`config.mk`:
```
export PLATFORM = sky130hd
export DESIGN_NAME = sslms_mac
export DESIGN_NICKNAME = d
export VERILOG_FILES = /design/src/sv/sslms_pkg.sv /design/src/sv/sslms_mac.sv
export SDC_FILE = /design/constraint.sdc
export NUM_CORES = 1
export LEC_CHECK = 0
export BUFFER_PORTS_ARGS = -buffer_cell sky130_fd_sc_hd__buf_2
export CORE_UTILIZATION = 60
export DETAILED_ROUTE_END_ITERATION = 10
export MAX_ROUTING_LAYER = met4
export PLACE_DENSITY = 0.88
export SYNTH_ARGS = -nofsm -noshare
export SYNTH_HDL_FRONTEND = slang
export SYNTH_SLANG_ARGS = --single-unit
export TNS_END_PERCENT = 100
```
`constraint.sdc`:
```
create_clock -name clock -period 9.3 [get_ports clock]
set_clock_uncertainty 0.15 [all_clocks]
set_input_delay 1.86 -clock clock [delete_from_list [all_inputs] [get_ports clock]]
set_output_delay 1.86 -clock clock [all_outputs]
set_load 0.005 [all_outputs]
```
`src/sv/sslms_pkg.sv`:
```
// shared types, constants and helpers for the sign-sign lms predictor
// used by sslms_cell, sslms_mac and sign_sign_lms_predictor; no dependencies
`default_nettype none

package sslms_pkg;

   localparam int MAX_TAPS_DEF = 32;
   localparam int SAMPLE_W     = 24;
   localparam int WEIGHT_W     = 32;
   localparam int RESIDUAL_W   = 32;
   localparam int PRED_W       = 32;
   localparam int TAP_COUNT_W  = 6;
   localparam int CSR_DATA_W   = 6;
   localparam int CSR_INDEX_W  = 1;
   localparam int SHIFT_W      = 4;

   localparam logic [TAP_COUNT_W-1:0] TAP_COUNT_RESET = 6'd32;

   // register indexes of the configuration port
   localparam logic [CSR_INDEX_W-1:0] CSR_TAP_COUNT    = 1'd0;
   localparam logic [CSR_INDEX_W-1:0] CSR_WIDE_SAMPLES = 1'd1;

   // product shift for 16-bit and 24-bit pcm
   localparam logic [SHIFT_W-1:0] SHIFT_BY_WIDTH [2] = '{4'd9, 4'd8};

   // two-bit sign code: zero, plus one, minus one
   typedef logic [1:0] sign_type;
   localparam sign_type SIGN_ZERO = 2'b00;
   localparam sign_type SIGN_POS  = 2'b01;
   localparam sign_type SIGN_NEG  = 2'b11;

   // per-cycle commands broadcast to every cell of the row
   typedef struct packed {
      logic     shift_en;   // weight update plus delay line shift
      logic     rotate_en;  // rotate the row one place toward cell 0
      sign_type res_sign;   // sign of the residual being applied
   } cell_ctrl_type;

   function automatic sign_type sample_sign(input logic [SAMPLE_W-1:0] value);
      sign_type result;
      if (value == '0) begin
         result = SIGN_ZERO;
      end else if (value[SAMPLE_W-1]) begin
         result = SIGN_NEG;
      end else begin
         result = SIGN_POS;
      end
      return result;
   endfunction

   function automatic sign_type residual_sign(input logic [RESIDUAL_W-1:0] value);
      sign_type result;
      if (value == '0) begin
         result = SIGN_ZERO;
      end else if (value[RESIDUAL_W-1]) begin
         result = SIGN_NEG;
      end else begin
         result = SIGN_POS;
      end
      return result;
   endfunction

endpackage

`default_nettype wire

```
`src/sv/sslms_mac.sv`:
```
// multiply-accumulate unit: registered product, shifted and summed
// depends on sslms_pkg
`default_nettype none

module sslms_mac (
   input  wire                                 clock,
   input  wire                                 reset,
   input  wire                                 clear,
   input  wire                                 capture,
   input  wire                                 wide_samples,
   input  wire logic [sslms_pkg::WEIGHT_W-1:0] weight,
   input  wire logic [sslms_pkg::SAMPLE_W-1:0] sample,
   output logic      [sslms_pkg::PRED_W-1:0]   sum
);

   localparam int FULL_W = sslms_pkg::WEIGHT_W + sslms_pkg::SAMPLE_W;

   logic signed [FULL_W-1:0]             full_product;
   logic        [sslms_pkg::PRED_W-1:0]  prod_ff, prod_in;
   logic                                 prod_vld_ff, prod_vld_in;
   logic        [sslms_pkg::PRED_W-1:0]  acc_ff, acc_in;
   logic        [sslms_pkg::PRED_W-1:0]  shifted;
   logic        [sslms_pkg::SHIFT_W-1:0] shift_amt;

   assign full_product = FULL_W'($signed(weight)) * FULL_W'($signed(sample));
   assign prod_in      = full_product[sslms_pkg::PRED_W-1:0];   // wraps at 32 bits
   assign prod_vld_in  = capture && !clear;
   assign shift_amt    = sslms_pkg::SHIFT_BY_WIDTH[wide_samples];
   assign shifted      = $unsigned($signed(prod_ff) >>> shift_amt);

   always_comb begin
      if (clear) begin
         acc_in = '0;
      end else if (prod_vld_ff) begin
         acc_in = acc_ff + shifted;
      end else begin
         acc_in = acc_ff;
      end
   end

   always_ff @(posedge clock) begin
      if (reset) begin
         prod_vld_ff <= 1'b0;
      end else begin
         prod_vld_ff <= prod_vld_in;
      end
      prod_ff <= prod_in;
      acc_ff  <= acc_in;
   end

   assign sum = acc_ff;

endmodule

`default_nettype wire

```
==> results.cfg, run 1 <==
[outcome]
status = finished, final reports clean

[synth]
async_flop_share_pct = 0
synth_flop_cell = dfxtp_1
yosysWarnings = 0
synthTopCellsByCount = inv_1 (460), fa_1 (389), and2_1 (306), nand2_1 (202), ha_1 (144)
syn_area_um2 = 18200
syn_area_per_cell_um2 = 8.98
yosys_register_bits = 57
synth_edf_count = 0
synth_top_area_share_pct = 42.8
synth_cells = 2026
yosysTopAreaCell = fa_1
synth-seq-area-share_pct = 6.27
syn_nets = 2620
synth_area_leaders = fa_1 (43%), and2_1 (11%), ha_1 (9.9%), inv_1 (9.5%), dfxtp_1 (6.3%)
yosysUniqueCellTypes = 58
synth_most_common_cell = inv_1

[sta]
rsz0062_at_grt = false
fmax_ghz = 0.115
hold_viol = 0
setup-tns-final_ps = 0
period_needed_ps = 8670
tightest_slew_ps = 1000
finalSetupViolations = 0
finalCritPeriodShare_pct = 93.2
relSlewSlack_pct = 33.0
drv_slew = 0

[placed_design]
numPlacedInstances = 2437
port_buffers = 92
place_congestion = 0.943
dpl.hpwl_um = 36000

[critical_path]
cp.arrival_ps = 8720
crit_required_ps = 9340
r2r_slack_ps = 5750
cp_max_fo = 23
crit_path_max_incr_delay_ps = 530
crit_path_frequent_cell = fa_1
end_kind = flop
slowest_stage = fa_1
worstSetupStartpointType = input port
crit_type = in -> reg

[floorplanning]
fp-row-count = 63
chipHeight_um = 176
initial_core_util_pct = 61.2
die_w_um = 176
die_area_um2 = 31000
boundaryPins = 93
core_um2 = 29700

[flow_run]
drv_cap = 0

[detailed_routing]
viasPerCell = 5.48
drtIter0Drc = 795
drtPass1Iterations = 6
drc = 0
wirelength_um = 42700
wl_per_cell_um = 17.4
antenna_left = 0
vias = 13400

[clock_tree]
cts_root_buffer = clkbuf_16
cts.reportedPaths.clkPinSlew_ps = 50
cts_buffers = 9
post_cts_resized = 0
postCtsHoldBufs = 0
ctsLongestPathBuffers = 2
cts_tree = yes
cts_setup_buffers = 0
cts_max_level = 3
clock-sinks = 57
clock_latency_ps = 330

[global_route]
grt_pass1_vias = 14700
grt_pass1_wl_um = 71600
overflow = 0
grt_usage_pct = 30.4
grt_max_degree = 42
antenna_found_initial = 1

[layout]
drive_gt1_share_pct = 7.90
layout.cells.non_filler = 2454
fillers = 2304
nets = 2652
syn2layout_area_growth_pct = 5.61

[min_path]
min_path_type = reg -> reg
flip-flops by register name (all words and copies together), names as in the netlist:
signal,count
sum,32
prod_ff,24
prod_vld_ff,1
through the flow:
step                      setup slack [ps]  hold WS, ps  util [%]  cell area (um^2)
final                                  629          336      64.7             19200
after global routing                   377          356      64.7             19200
after CTS                              678          338      64.6             19200
after detailed placement               318          330      63.7             18900
after global placement                 571          327      63.7             18900
after floorplan                        817          329         -             18200
final timing paths:
| kind | end | cells past startpoint | from |
|---|---|---|---|
| hold / removal | sum[13] | 2 | sum[13] |
| hold reg to reg | sum[13] | 2 | sum[13] |
| setup / recovery | prod_ff[31] | 26 | weight[9] |
| setup reg to reg | sum[30] | 14 | prod_ff[9] |
cell families after synthesis:
kind of cell             after synthesis  share of synthesized area (%)
AND/OR/NAND/NOR                      634                           18.1
buffers and inverters                547                           11.3
adder cells (fa/ha/maj)              533                           52.7
flip-flops                            57                           6.27
XOR/XNOR                              86                           4.14
AO/OA/AOI/OAI                        121                           4.64
multiplexers                          48                           2.81
worst max-delay path, delay by kind of cell:
family                     cells  cell delay, ps
adders and majority gates      8            3840
AOI/OAI and AO/OA              7            1670
buffers and inverters          7             590
and+or+nand+nor                3             580
xor gates and xnor gates       1             140
area by class of cell:
type / count / area [um^2] / area share, %
diodes: 1 / 2.50 / 0.0130
multi-input cells: 1422 / 15000 / 78.1
repair buffers: 108 / 581 / 3.02
well taps: 390 / 488 / 2.54
clock inverters: 3 / 15.0 / 0.0781
flip-flops and latches: 57 / 1140 / 5.95
inverters: 460 / 1730 / 8.99
clock buffers: 13 / 260 / 1.35
metal layers:
layer / GRT usage [%] / vias to the layer above / part of all wire (%)
li1: - / 6028 / -
met1: 37.4 / 6744 / 40
met2: 51.0 / 564 / 49
met3: 4.20 / 109 / 7.5
met4: 11.3 / 0 / 3.7
met5: - / - / 0
placed cells by master (no fill, tap or decap), types with 5 or more instances in the layout:
cell       count
xor2_1        18
nor2b_1       12
a21o_1        11
buf_4         16
a31oi_1        6
a21oi_1       32
and2_1       306
fa_1         389
mux2_2        24
or2_2          5
clkbuf_16      9
nand2b_1      16
ha_1         144
xnor2_1       68
a211oi_1       5
nor2_1        65
dfxtp_1       56
buf_2         92
mux2i_1       24
o21a_1         8
o21ai_1        5
o21ai_0       23
nor3_1         9
nand2_1      202
inv_1        460
Power of run 1 is left out: the tool's default activity adds up to more than one toggle a clock period on the data nets, which glitch-free logic cannot reach.
==> run 2, diff against run 1 <==
- CORE_ASPECT_RATIO: not set -> 0.9
- CORE_UTILIZATION: 60 -> 59
- HOLD_SLACK_MARGIN: not set -> 0.12
- PLACE_DENSITY: 0.88 -> 0.9
- clock period: 9.3 -> 7.8 ns (I/O delays scaled with it)
==> run 2 against run 1 <==
Net effect: the run now ends with negative setup slack left; non-clock buffer count increased by 92; core utilization increased by 2.0 points; via count increased by 4.7%; wire length increased by 7.4%; global-route usage increased by 0.64 points; critical endpoint is now prod_ff[28].
==> results.cfg, run 2 (synthesis gave the netlist of run 1 again) <==
[global_route]
grt_pass1_vias = 15200
grt_usage_pct = 31.0
grt_pass1_wl_um = 75100
grt_max_degree = 42
antenna_found_initial = 1
overflow = 0

[detailed_routing]
wl_met3_um = 4770
drc = 0
vias = 14100
highest_layer = met4
wl_per_cell_um = 17.9
wl_met1_um = 18200
wirelength_um = 45900
wl_met2_um = 21500
drtIter0Drc = 1201
antenna_left = 0
viasPerCell = 5.50
drtPass1Iterations = 6

[floorplanning]
die_w_um = 187
initial_core_util_pct = 60.4
chipHeight_um = 169
die_area_um2 = 31500
fp-row-count = 60
boundaryPins = 93
core_um2 = 30100

[clock_tree]
cts_tree = yes
cts.reportedPaths.clkPinSlew_ps = 50
clock_latency_ps = 330
clock-sinks = 57
cts_root_buffer = clkbuf_16
cts_buffers = 9
cts_max_level = 3
ctsLongestPathBuffers = 2

[critical_path]
crit_path_end = prod_ff[28]
reg2reg_depth = 14
timing.rr.start = prod_ff[9]
worstSetupStartpointType = input port
cp.arrival_ps = 7940
r2r_slack_ps = 4190
cp-startpoint = weight[10]
end_kind = flop
crit_required_ps = 7910
timing.rr.end = sum[30]
crit_type = in -> reg
cp_max_fo = 3

[sta]
tightest_slew_ps = 1000
period_needed_ps = 7830
fmax_ghz = 0.128
worst_slack_ps = -31.5
relSlewSlack_pct = 33.3
finalSetupViolations = 2
setup-tns-final_ps = -59.6
rsz0062_at_grt = true
hold_viol = 0
finalCritPeriodShare_pct = 100
drv_slew = 0

[min_path]
hold_depth = 2
min_path_type = reg -> reg

[layout]
fillers = 2192
multi_input_area_um2 = 15100
syn2layout_area_growth_pct = 10.4
nets = 2744
largest_reg_flops = 32
regArea_um2 = 1140
final_cell_mix = inv_1 (456), fa_1 (384), and2_1 (299)
drive_gt1_share_pct = 12.9
layout_commonest_cell = inv_1

[placed_design]
dpl.hpwl_um = 39200
port_buffers = 92
place_congestion = 0.940

[flow_run]
drv_cap = 0

[outcome]
status = finished with violations
violations = negative setup slack
[run 2: cell type report]
class | instances | area share, %
multi-input combinational | 1422 | 75.2
inverter | 460 | 8.60
timing repair buffer | 200 | 6.59
sequential | 57 | 5.69
tap | 403 | 2.51
clock buffer | 13 | 1.30
clock inverter | 3 | 0.0748
antenna | 1 | 0.0125
[run 2: worst min path at each step]
stage / from / endpoint / slack (ps)
final: sum[13] / sum[13] / 360
after detailed placement: sum[13] / sum[13] / 350
after floorplan: sum[29] / sum[29] / 330
after global routing: sum[13] / sum[13] / 380
after global placement: sum[29] / sum[29] / 320
after CTS: sum[13] / sum[13] / 360
[run 2: worst max-delay path, stage by stage]
cell and delay (ps):
buf_4 150, and2_4 170, fa_1 530, inv_1 60, fa_1 520, inv_1 50
fa_1 480, inv_1 60, fa_1 470, inv_1 50, fa_1 470, fa_1 510
inv_1 50, fa_1 520, inv_2 60, ha_4 250, a211oi_4 260, or4bb_1 440
o311a_1 180, o211ai_2 100, o21ai_2 90, a31o_1 190, and2_4 150, buf_6 120
o21ai_4 160, nor2b_4 160, xnor2_1 110
[run 2: stage by stage]
step           util [%]  hold slack [ps]  instance area (um^2)  setup WS (ps)  instances
2_1_floorplan         -              329                 18300           -122       2026
3_3_place_gp       65.2              324                 19600           -363       2538
3_5_place_dp       65.2              348                 19600           -507       2538
4_1_cts            66.2              361                 19900           6.65       2554
5_1_grt            66.7              376                 20100           -218       2559
6_report           66.7              363                 20100          -31.5       2559
[run 2: metal layers]
layer  vias up  global-route usage [%]
met1      6996                    39.4
met3       121                    6.01
li1       6213                       -
met2       747                    50.3
met5         -                       -
met4         0                    9.98
[run 2: what timing repair did]
item / in CTS / in global routing
resized for setup: 5 / 42
endpoints found under the setup margin: 5 / 7
hold buffers: 0 / 0
pin swaps: 5 / 13
buffers inserted: 0 / 4
Power of run 2 is left out for the same reason.
