**src/sv/sslms_pkg.sv**
```systemverilog
// shared types, constants and helpers for the sign-sign lms predictor
// used by sslms_cell, sslms_mac and sign_sign_lms_predictor; no dependencies
`default_nettype none

package sslms_pkg;

   localparam int MAX_TAPS_DEF = 32;
   localparam int SAMPLE_W     = 24;
   localparam int WEIGHT_W     = 32;
   localparam int RESIDUAL_W   = 32;
   localparam int PRED_W       = 32;
   localparam int TAP_COUNT_W  = 6;
   localparam int CSR_DATA_W   = 6;
   localparam int CSR_INDEX_W  = 1;
   localparam int SHIFT_W      = 4;

   localparam logic [TAP_COUNT_W-1:0] TAP_COUNT_RESET = 6'd32;

   // register indexes of the configuration port
   localparam logic [CSR_INDEX_W-1:0] CSR_TAP_COUNT    = 1'd0;
   localparam logic [CSR_INDEX_W-1:0] CSR_WIDE_SAMPLES = 1'd1;

   // product shift for 16-bit and 24-bit pcm
   localparam logic [SHIFT_W-1:0] SHIFT_BY_WIDTH [2] = '{4'd9, 4'd8};

   // two-bit sign code: zero, plus one, minus one
   typedef logic [1:0] sign_type;
   localparam sign_type SIGN_ZERO = 2'b00;
   localparam sign_type SIGN_POS  = 2'b01;
   localparam sign_type SIGN_NEG  = 2'b11;

   // per-cycle commands broadcast to every cell of the row
   typedef struct packed {
      logic     shift_en;   // weight update plus delay line shift
      logic     rotate_en;  // rotate the row one place toward cell 0
      sign_type res_sign;   // sign of the residual being applied
   } cell_ctrl_type;

   function automatic sign_type sample_sign(input logic [SAMPLE_W-1:0] value);
      sign_type result;
      if (value == '0) begin
         result = SIGN_ZERO;
      end else if (value[SAMPLE_W-1]) begin
         result = SIGN_NEG;
      end else begin
         result = SIGN_POS;
      end
      return result;
   endfunction

   function automatic sign_type residual_sign(input logic [RESIDUAL_W-1:0] value);
      sign_type result;
      if (value == '0) begin
         result = SIGN_ZERO;
      end else if (value[RESIDUAL_W-1]) begin
         result = SIGN_NEG;
      end else begin
         result = SIGN_POS;
      end
      return result;
   endfunction

endpackage

`default_nettype wire

```
**src/sv/sslms_cell.sv**
```systemverilog
// one tap of the predictor: weight, delayed sample and its sign
// depends on sslms_pkg
`default_nettype none

module sslms_cell (
   input  wire                                   clock,
   input  wire                                   reset,
   input  wire sslms_pkg::cell_ctrl_type         ctrl,
   input  wire                                   tap_on,
   // from the lower neighbor (or the new sample at cell 0)
   input  wire logic [sslms_pkg::SAMPLE_W-1:0]   shift_sample,
   input  wire sslms_pkg::sign_type              shift_sign,
   // from the upper neighbor during rotation
   input  wire logic [sslms_pkg::WEIGHT_W-1:0]   rot_weight,
   input  wire logic [sslms_pkg::SAMPLE_W-1:0]   rot_sample,
   input  wire sslms_pkg::sign_type              rot_sign,
   output logic      [sslms_pkg::WEIGHT_W-1:0]   weight,
   output logic      [sslms_pkg::SAMPLE_W-1:0]   sample,
   output sslms_pkg::sign_type                   sign
);

   logic [sslms_pkg::WEIGHT_W-1:0] weight_ff, weight_in;
   logic [sslms_pkg::SAMPLE_W-1:0] sample_ff, sample_in;
   sslms_pkg::sign_type            sign_ff, sign_in;
   logic                           step_up, step_down;

   // sign(residual) * sign(history), old sign before the shift
   assign step_up   = tap_on &&
                      ((ctrl.res_sign == sslms_pkg::SIGN_POS && sign_ff == sslms_pkg::SIGN_POS) ||
                       (ctrl.res_sign == sslms_pkg::SIGN_NEG && sign_ff == sslms_pkg::SIGN_NEG));
   assign step_down = tap_on &&
                      ((ctrl.res_sign == sslms_pkg::SIGN_POS && sign_ff == sslms_pkg::SIGN_NEG) ||
                       (ctrl.res_sign == sslms_pkg::SIGN_NEG && sign_ff == sslms_pkg::SIGN_POS));

   always_comb begin
      weight_in = weight_ff;
      sample_in = sample_ff;
      sign_in   = sign_ff;
      if (ctrl.shift_en) begin
         if (step_up) begin
            weight_in = weight_ff + 32'd1;
         end else if (step_down) begin
            weight_in = weight_ff - 32'd1;
         end
         sample_in = shift_sample;
         sign_in   = shift_sign;
      end else if (ctrl.rotate_en) begin
         weight_in = rot_weight;
         sample_in = rot_sample;
         sign_in   = rot_sign;
      end
   end

   always_ff @(posedge clock) begin
      if (reset) begin
         weight_ff <= '0;
         sample_ff <= '0;
         sign_ff   <= sslms_pkg::SIGN_ZERO;
      end else begin
         weight_ff <= weight_in;
         sample_ff <= sample_in;
         sign_ff   <= sign_in;
      end
   end

   assign weight = weight_ff;
   assign sample = sample_ff;
   assign sign   = sign_ff;

endmodule

`default_nettype wire

```
**config.mk**
```make
export PLATFORM = sky130hd
export DESIGN_NAME = sslms_cell
export DESIGN_NICKNAME = d
export VERILOG_FILES = /design/src/sv/sslms_pkg.sv /design/src/sv/sslms_cell.sv
export SDC_FILE = /design/constraint.sdc
export NUM_CORES = 1
export LEC_CHECK = 0
export BUFFER_PORTS_ARGS = -buffer_cell sky130_fd_sc_hd__clkbuf_2
export CORE_MARGIN = 4
export CORE_UTILIZATION = 46
export CTS_CLUSTER_DIAMETER = 100
export DETAILED_ROUTE_END_ITERATION = 6
export GPL_TIMING_DRIVEN = 0
export PLACE_DENSITY = 0.83
export SYNTH_ARGS = -nofsm -noshare
export SYNTH_HDL_FRONTEND = slang
export SYNTH_SLANG_ARGS = --single-unit
```
**constraint.sdc**
```tcl
create_clock -name clock -period 3.76 [get_ports clock]
set_clock_uncertainty 0.15 [all_clocks]
set_input_delay 0.564 -clock clock [delete_from_list [all_inputs] [get_ports clock]]
set_output_delay 0.564 -clock clock [all_outputs]
set_load 0.01 [all_outputs]
```
==> results of run 1 <==
[final cells by class]
class / instances / area, um2
clock buffer: 11 / 141.4
timing repair buffer: 148 / 743.2
multi-input combinational: 442 / 2914
tap: 108 / 135.1
clock inverter: 5 / 77.57
fill: 786 / 3487
sequential: 58 / 1161
buffer: 29 / 108.9
inverter: 10 / 37.54
[worst max-delay path: cells and delay by family (launching register included)]
family,cells,cell delay [ns]
muxes,1,0.38
xor gates and xnor gates,1,0.13
and+or+nand+nor,3,0.70
AOI/OAI and AO/OA,6,1.26
adders and majority gates,1,0.39
DFF,1,0.39
buffers and inverters,1,0.16
[power breakdown]
part	internal [mW]	leakage [nW]	total [mW]	switching, mW
registers	0.662	0.479	0.700	0.0381
clock network	0.389	0.109	0.657	0.268
logic	0.389	2.02	0.872	0.483
total	1.44	2.61	2.23	0.788
[per-layer routing]
layer | track usage [%] | vias up | share of wire (%)
met1 | 31.83 | 2157 | 42
met5 | 0 | - | 0
met2 | 43.04 | 191 | 47
met4 | 9.562 | 0 | 2.5
met3 | 5.298 | 25 | 7.8
li1 | - | 2273 | -
[worst max path at each step]
| stage | endpoint | slack [ns] | startpoint |
|---|---|---|---|
| after floorplan | weight[11]$_SDFFE_PP0P_ | 0.03 | tap_on |
| after global placement | weight[11]$_SDFFE_PP0P_ | -0.44 | tap_on |
| after detailed placement | weight[11]$_SDFFE_PP0P_ | -0.47 | ctrl[0] |
| after CTS | weight[11]$_SDFFE_PP0P_ | 0.09 | sign[1]$_SDFFE_PP0P_ |
| after global routing | weight[11]$_SDFFE_PP0P_ | 0.006 | sign[0]$_SDFFE_PP0P_ |
| final | weight[11]$_SDFFE_PP0P_ | 0.11 | sign[1]$_SDFFE_PP0P_ |
[stage by stage]
| step | setup WS, ns | setup TNS, ns | power (mW) | cell area [um2] |
|---|---|---|---|---|
| after CTS | 0.08770 | 0 | 2.221 | 5308 |
| final | 0.1080 | 0 | 2.229 | 5319 |
| after global routing | 0.006130 | 0 | 2.359 | 5319 |
| after global placement | -0.4425 | -4.186 | 1.540 | 5067 |
| after floorplan | 0.03042 | 0 | 1.329 | 4197 |
| after detailed placement | -0.4698 | -5.687 | 1.561 | 5067 |
[cells in the final DEF (no fill, tap or decap), drive strengths merged, types with 5 or more instances in the layout]
cell type  instances
a211oi            24
a21o              12
a21oi             70
a221oi             5
a31oi              8
and3               9
clkbuf           185
dfxtp             58
ha                31
inv               10
mux2i             35
nand2             34
nand2b             5
nand3              6
nor2              92
nor2b              7
nor3               5
o211ai             6
o21a               5
o21ai             23
or3                6
xnor2             15
xor2              11
[flip-flops by register name, summed over array words and instances, names as in the netlist]
name,count
sample,24
sign,2
weight,32
[kinds of logic after synthesis]
group / synth area share, %
buf+inv: 3.491
compound gates: 26.25
mux: 8.622
fa+ha+maj: 9.726
xor+xnor: 5.430
flops: 27.68
simple gates: 18.79
[what timing repair did]
item | 4_1_cts | 5_1_grt
gates cloned | 1 | 0
buffers inserted | 0 | 1
pin swaps | 0 | 1
setup endpoints to repair | 10 | 3
gates resized for setup | 2 | 2
hold buffers | 0 | 0
endpoints found under the hold margin | 0 | 0
==> summary.md, run 1 <==
| Metric | Value |
|---|---|
| Height of the chip | `between 100 and 150 um` |
| Hold Startpoint | `shift_sample[3]` |
| Hpwl dp | `slightly above 10 mm` |
| Hold Crit Class | `in2reg` |
| Top FF cell, synth | `dfxtp_1` |
| First-pass GRT wire length | `about 21 mm` |
| Number of global-route vias before repair | `4,421` |
| Clk buf depth | `2` |
| Most frequent CP cell | `a21o_1` |
| CTS tree | `built` |
| Clk sinks | `between 50 and 60` |
| Synth top area cells | `dfxtp_1 (28%), ha_1 (9.2%), mux2i_1 (8.4%), nor2_1 (8.2%), a21oi_1 (8.0%)` |
| Clk_lat worst skew | `0.34 ns` |
| Fraction of layout cells with a size suffix above 1 | `between 20% and 30%` |
| Required @ worst endpoint | `between 3 and 4 ns` |
| CP Launch Type | `flip-flop` |
| Post-Layout Cell Count | `811` |
| Ys Warns | `0` |
| Area of the core region | `between 8000 and 9000 um2` |
| GPL Wtd Cong | `0.9258` |
| WS Path Type | `reg2reg` |
| Syn Std Cell Area | `4194 um2` |
| Gr ovfl total | `0` |
| Finish-stage setup viols | `0` |
| Htree depth | `3` |
| Row count | `34` |
| Die ar. | `~11,000 um2` |
| MaxCap Viol Count | `0` |
| DR pass1 iterations | `5` |
| CP Cell Sequence | `xnor2_2, buf_4, nand2b_4, ha_1, a21oi_2, nor2b_1, or3_2, a21o_1, a21o_1, a221o_1, a21oi_1, mux2_2, a211oi_1` |
| WP data arrival | `3.76 ns` |
| Synthesized flop and latch total | `58` |
| Vias per inst | `5.729` |
| Top-count cell post-synth | `nor2_1` |
| Final Hold Slack | `slightly below 0.3 ns` |
| Pwr dens | `419.1 nW/um2` |
| Hold depth | `3` |
| CP max stage delay | `around 0.48 ns` |
| CTS Buf Count | `9` |
| Number of synthesized flops with an enable pin | `0` |
| Die W | `103.5 um` |
| Worst Path Max Fanout | `16` |
| Hold Path End | `sample[3]$_SDFFE_PP0P_` |
| Slew margin rel. | `between 30% and 40%` |
| RSZ-0062 raised after global routing | `no` |
| Initial Utilization | `between 40% and 50%` |
| Initial antenna violation count | `0` |
| CP endpoint kind | `flip-flop` |
| Slowest cell on crit path | `or3_2` |
| Reg2reg path depth | `13` |
| VDD IR max | `around 0.21 mV` |
| Worst Max-Slew Pin Slew | `~0.93 ns` |
| Pin count of the biggest net entering global routing | `17` |
| Worst reg2reg path endpoint | `weight[11]$_SDFFE_PP0P_` |
| Reg-to-Reg Start | `sign[1]$_SDFFE_PP0P_` |
| Syn Inst Count | `roughly 540` |
| Wire per inst | `around 17 um` |
| Cells after DPL | `between 700 and 800` |
| DRC Markers | `0` |
| Yosys cell types | `50` |
| WL final | `between 10 and 15 mm` |
| Ys async rst share | `0%` |
| Clock root buffer | `clkbuf_8` |
| GR Util All Layers | `25.47%` |
| Final Hold Violating Endpoints | `0` |
| Status | `finished clean` |
| I/O pin count | `149` |
| Area Overhead vs Synth | `26.82%` |
| Period utilization | `~97%` |
| Cell leakage power | `roughly 2.6 nW` |
| DRT antenna net count | `0` |
| Synth top area share | `roughly 28%` |
| Tmin final | `between 3 and 4 ns` |
| Starting DRT DRC Count | `between 200 and 300` |
| Max frequency | `0.2738 GHz` |
| Reg-to-reg slack, setup | `0.11 ns` |
| Port bufs | `147` |
| Vias | `approximately 4,600` |
| Diodes inserted | `0` |
| Seq/Total Area, Yosys | `~28%` |
| Post-layout util | `60.40%` |
| Max Slew Vio Count | `0` |
| Synth cell count leaders | `nor2_1 (92), a21oi_1 (67), dfxtp_1 (58)` |
| Nets@finish | `approximately 820` |
| Syn Nets | `between 600 and 700` |
| Mapped Avg Cell Area | `just under 8 um2` |
| Synth area leader | `dfxtp_1` |
| Clk slew on worst S/H paths | `approximately 0.070 ns` |
Power figures use the tool's default switching activity.
==> run 2, diff against run 1 <==
Settings changed: CELL_PAD_IN_SITES_DETAIL_PLACEMENT set to 1, CELL_PAD_IN_SITES_GLOBAL_PLACEMENT set to 2, CORE_ASPECT_RATIO set to 1.2, CORE_UTILIZATION 46 to 25, PLACE_DENSITY 0.83 to 0.82.
==> run 2 against run 1 <==
Hold slack gained 0.0047 ns. Combinational power grew 4.5%. Global-route usage shrank 7.4 points. Register-to-register slack about the same. Design area is 5.8% higher. Flip-flop and latch count unchanged.
==> summary.md, run 2 (same netlist as run 1, synthesis figures left out) <==
| Metric | Value |
|---|---|
| Max frequency | `~0.27 GHz` |
| CTS tree | `built` |
| Hold Path End | `sample[10]$_SDFFE_PP0P_` |
| Clock root buffer | `clkbuf_16` |
| I/O pin count | `around 150` |
| Max reg flops | `32` |
| Wire per inst | `approximately 19 um` |
| First-pass GRT wire length | `27.00 mm` |
| Clk_lat worst skew | `roughly 0.35 ns` |
| FF/Latch Area | `approximately 1200 um2` |
| Fraction of layout cells with a size suffix above 1 | `approximately 26%` |
| Initial Utilization | `around a quarter` |
| WP data arrival | `3.74 ns` |
| Hold Crit Class | `in2reg` |
| Nets@finish | `approximately 820` |
| Overall power | `2.615 mW` |
| CTS Buf Count | `9` |
| Most common cell after layout, fill and taps aside | `clkbuf_2` |
| MaxCap Viol Count | `0` |
| Post-layout util | `roughly a third` |
| Worst reg2reg path endpoint | `weight[29]$_SDFFE_PP0P_` |
| GR Util All Layers | `about 18%` |
| Gr ovfl total | `0` |
| Area Overhead vs Synth | `34.22%` |
| Vias | `approximately 4,600` |
| Internal | `between 1.5 and 2 mW` |
| Die ar. | `about 19,000 um2` |
| Worst Max-Slew Pin Slew | `0.9821 ns` |
| Seq pwr share | `26.9%` |
| Slowest cell on crit path | `or4_4` |
| Reg2reg path depth | `13` |
| Htree depth | `3` |
| Max Slew Vio Count | `0` |
| WS Path Type | `reg2reg` |
| # fillers | `2,091` |
| Die W | `between 100 and 150 um` |
| Clk slew on worst S/H paths | `approximately 0.060 ns` |
| CP max stage delay | `around 0.55 ns` |
| Clk buf depth | `2` |
| Port bufs | `roughly 150` |
| Sw power | `slightly below 900 uW` |
| GPL Wtd Cong | `0.8866` |
| DRC Markers | `0` |
| CP Launch Type | `flip-flop` |
| Area of the core region | `between 15,000 and 20,000 um2` |
| Tmin final | `~3.6 ns` |
| Hold depth | `3` |
| Final Hold Violating Endpoints | `0` |
| Cell leakage power | `~2.7 nW` |
| Required @ worst endpoint | `3.86 ns` |
| Reg-to-Reg Start | `sign[1]$_SDFFE_PP0P_` |
| Slew margin rel. | `between 30% and 40%` |
| DR pass1 iterations | `4` |
| Met2 routed WL | `just under 9 mm` |
| Share of total power in combinational logic | `a little over a third` |
| Finish-stage setup viols | `0` |
| Status | `finished clean` |
| Most frequent CP cell | `and3_1` |
| Pin count of the biggest net entering global routing | `17` |
| Hold Startpoint | `shift_sample[10]` |
| Worst Setup SP | `sign[1]$_SDFFE_PP0P_` |
| Clock share of power | `between 30% and 40%` |
| Pwr dens | `464.5 nW/um2` |
| Hpwl dp | `roughly 13 mm` |
| Vias per inst | `approximately 5` |
| Reg-to-reg slack, setup | `approximately 0.12 ns` |
| Highest-count cells in the layout ignoring fill and taps | `clkbuf_2 (147), nor2_1 (92), a21oi_1 (65)` |
| Worst Path Max Fanout | `8` |
| VDD IR max | `around 0.16 mV` |
| Number of global-route vias before repair | `between 5,000 and 6,000` |
| Diodes inserted | `0` |
| Starting DRT DRC Count | `about 170` |
| Wire length on met3 | `around 1.1 mm` |
| Row count | `51` |
| CP Cell Sequence | `xnor2_4, buf_4, nand2b_4, ha_1, and3_1, and3_1, o311a_1, or4_4, a221oi_4, o21ai_1, o22ai_2, xnor2_1, a211oi_1` |
| Net Sw Frac | `roughly a third` |
| DRT antenna net count | `0` |
| Top Metal Used | `met4` |
| Initial antenna violation count | `0` |
| WL final | `~17 mm` |
| Height of the chip | `149.9 um` |
| CP endpoint kind | `flip-flop` |
| WL met1 | `just under 7 mm` |
| Period utilization | `96.86%` |
| Clk sinks | `slightly below 60` |
| Multi-input gate area | `2953 um2` |
[run 2: changes by cell type in the layout (fill, tap and decap cells not counted), sizes merged]
cell,before,now
buf,3,4
bufinv,2,3
clkbuf,185,184
clkinv,2,1
clkinvlp,1,2
nand2b,5,6
[run 2: area by class of cell]
| type | instances | share of cell area, % |
|---|---|---|
| multi-input combinational | 443 | 52.46 |
| sequential | 58 | 20.63 |
| timing repair buffer | 149 | 13.34 |
| tap | 212 | 4.712 |
| clock buffer | 10 | 4.245 |
| clock inverter | 6 | 2.023 |
| buffer | 29 | 1.934 |
| inverter | 10 | 0.6668 |
[run 2: power groups by stage]
stage          Combinational (mW)  Sequential, mW  Clock (mW)
2_1_floorplan               0.601           0.728           0
3_3_place_gp                0.858           0.715           0
3_5_place_dp                0.887           0.715           0
4_1_cts                     0.899           0.703        1.02
5_1_grt                      1.01           0.709        1.06
6_report                    0.911           0.703        1.00
[run 2: stage by stage]
| stage | worst slack (ns) | area [um2] | cells | TNS [ns] | hold slack (ns) |
|---|---|---|---|---|---|
| 3_5_place_dp | -0.6443 | 5197 | 897 | -8.924 | 0.3723 |
| 3_3_place_gp | -0.5601 | 5197 | 897 | -7.750 | 0.3574 |
| 5_1_grt | -0.06413 | 5629 | 917 | -0.1297 | 0.3085 |
| 6_report | 0.1181 | 5629 | 917 | 0 | 0.3030 |
| 2_1_floorplan | 0.03042 | 4197 | 538 | 0 | 0.3639 |
| 4_1_cts | 0.005774 | 5572 | 914 | 0 | 0.2904 |
[run 2: routing by layer]
layer | track usage [%] | vias up
li1 | - | 2278
met1 | 19.82 | 2215
met2 | 33.33 | 127
met3 | 5.177 | 23
met4 | 6.062 | 0
met5 | 0 | -
[run 2: how the worst max path moves through the flow]
stage                         endpoint  slack (ns)
2_1_floorplan  weight[11]$_SDFFE_PP0P_        0.03
3_3_place_gp   weight[24]$_SDFFE_PP0P_       -0.56
3_5_place_dp   weight[24]$_SDFFE_PP0P_       -0.64
4_1_cts        weight[29]$_SDFFE_PP0P_       0.006
5_1_grt        weight[24]$_SDFFE_PP0P_       -0.06
6_report       weight[29]$_SDFFE_PP0P_        0.12
[run 2: what timing repair did]
action	4_1_cts	5_1_grt
resized for setup	2	6
gates cloned	1	1
pin swaps	0	1
buffers inserted	0	2
hold buffers	0	0
setup endpoints to repair	18	11
[run 2: worst max-delay path: cells and delay by family (launching register included)]
| family | cells | cell delay [ns] |
|---|---|---|
| buffers and inverters | 1 | 0.15 |
| XOR/XNOR | 2 | 0.24 |
| adder cells (fa/ha/maj) | 1 | 0.40 |
| flip-flops | 1 | 0.43 |
| AND/OR/NAND/NOR | 4 | 1.13 |
| AO/OA/AOI/OAI | 5 | 1.04 |
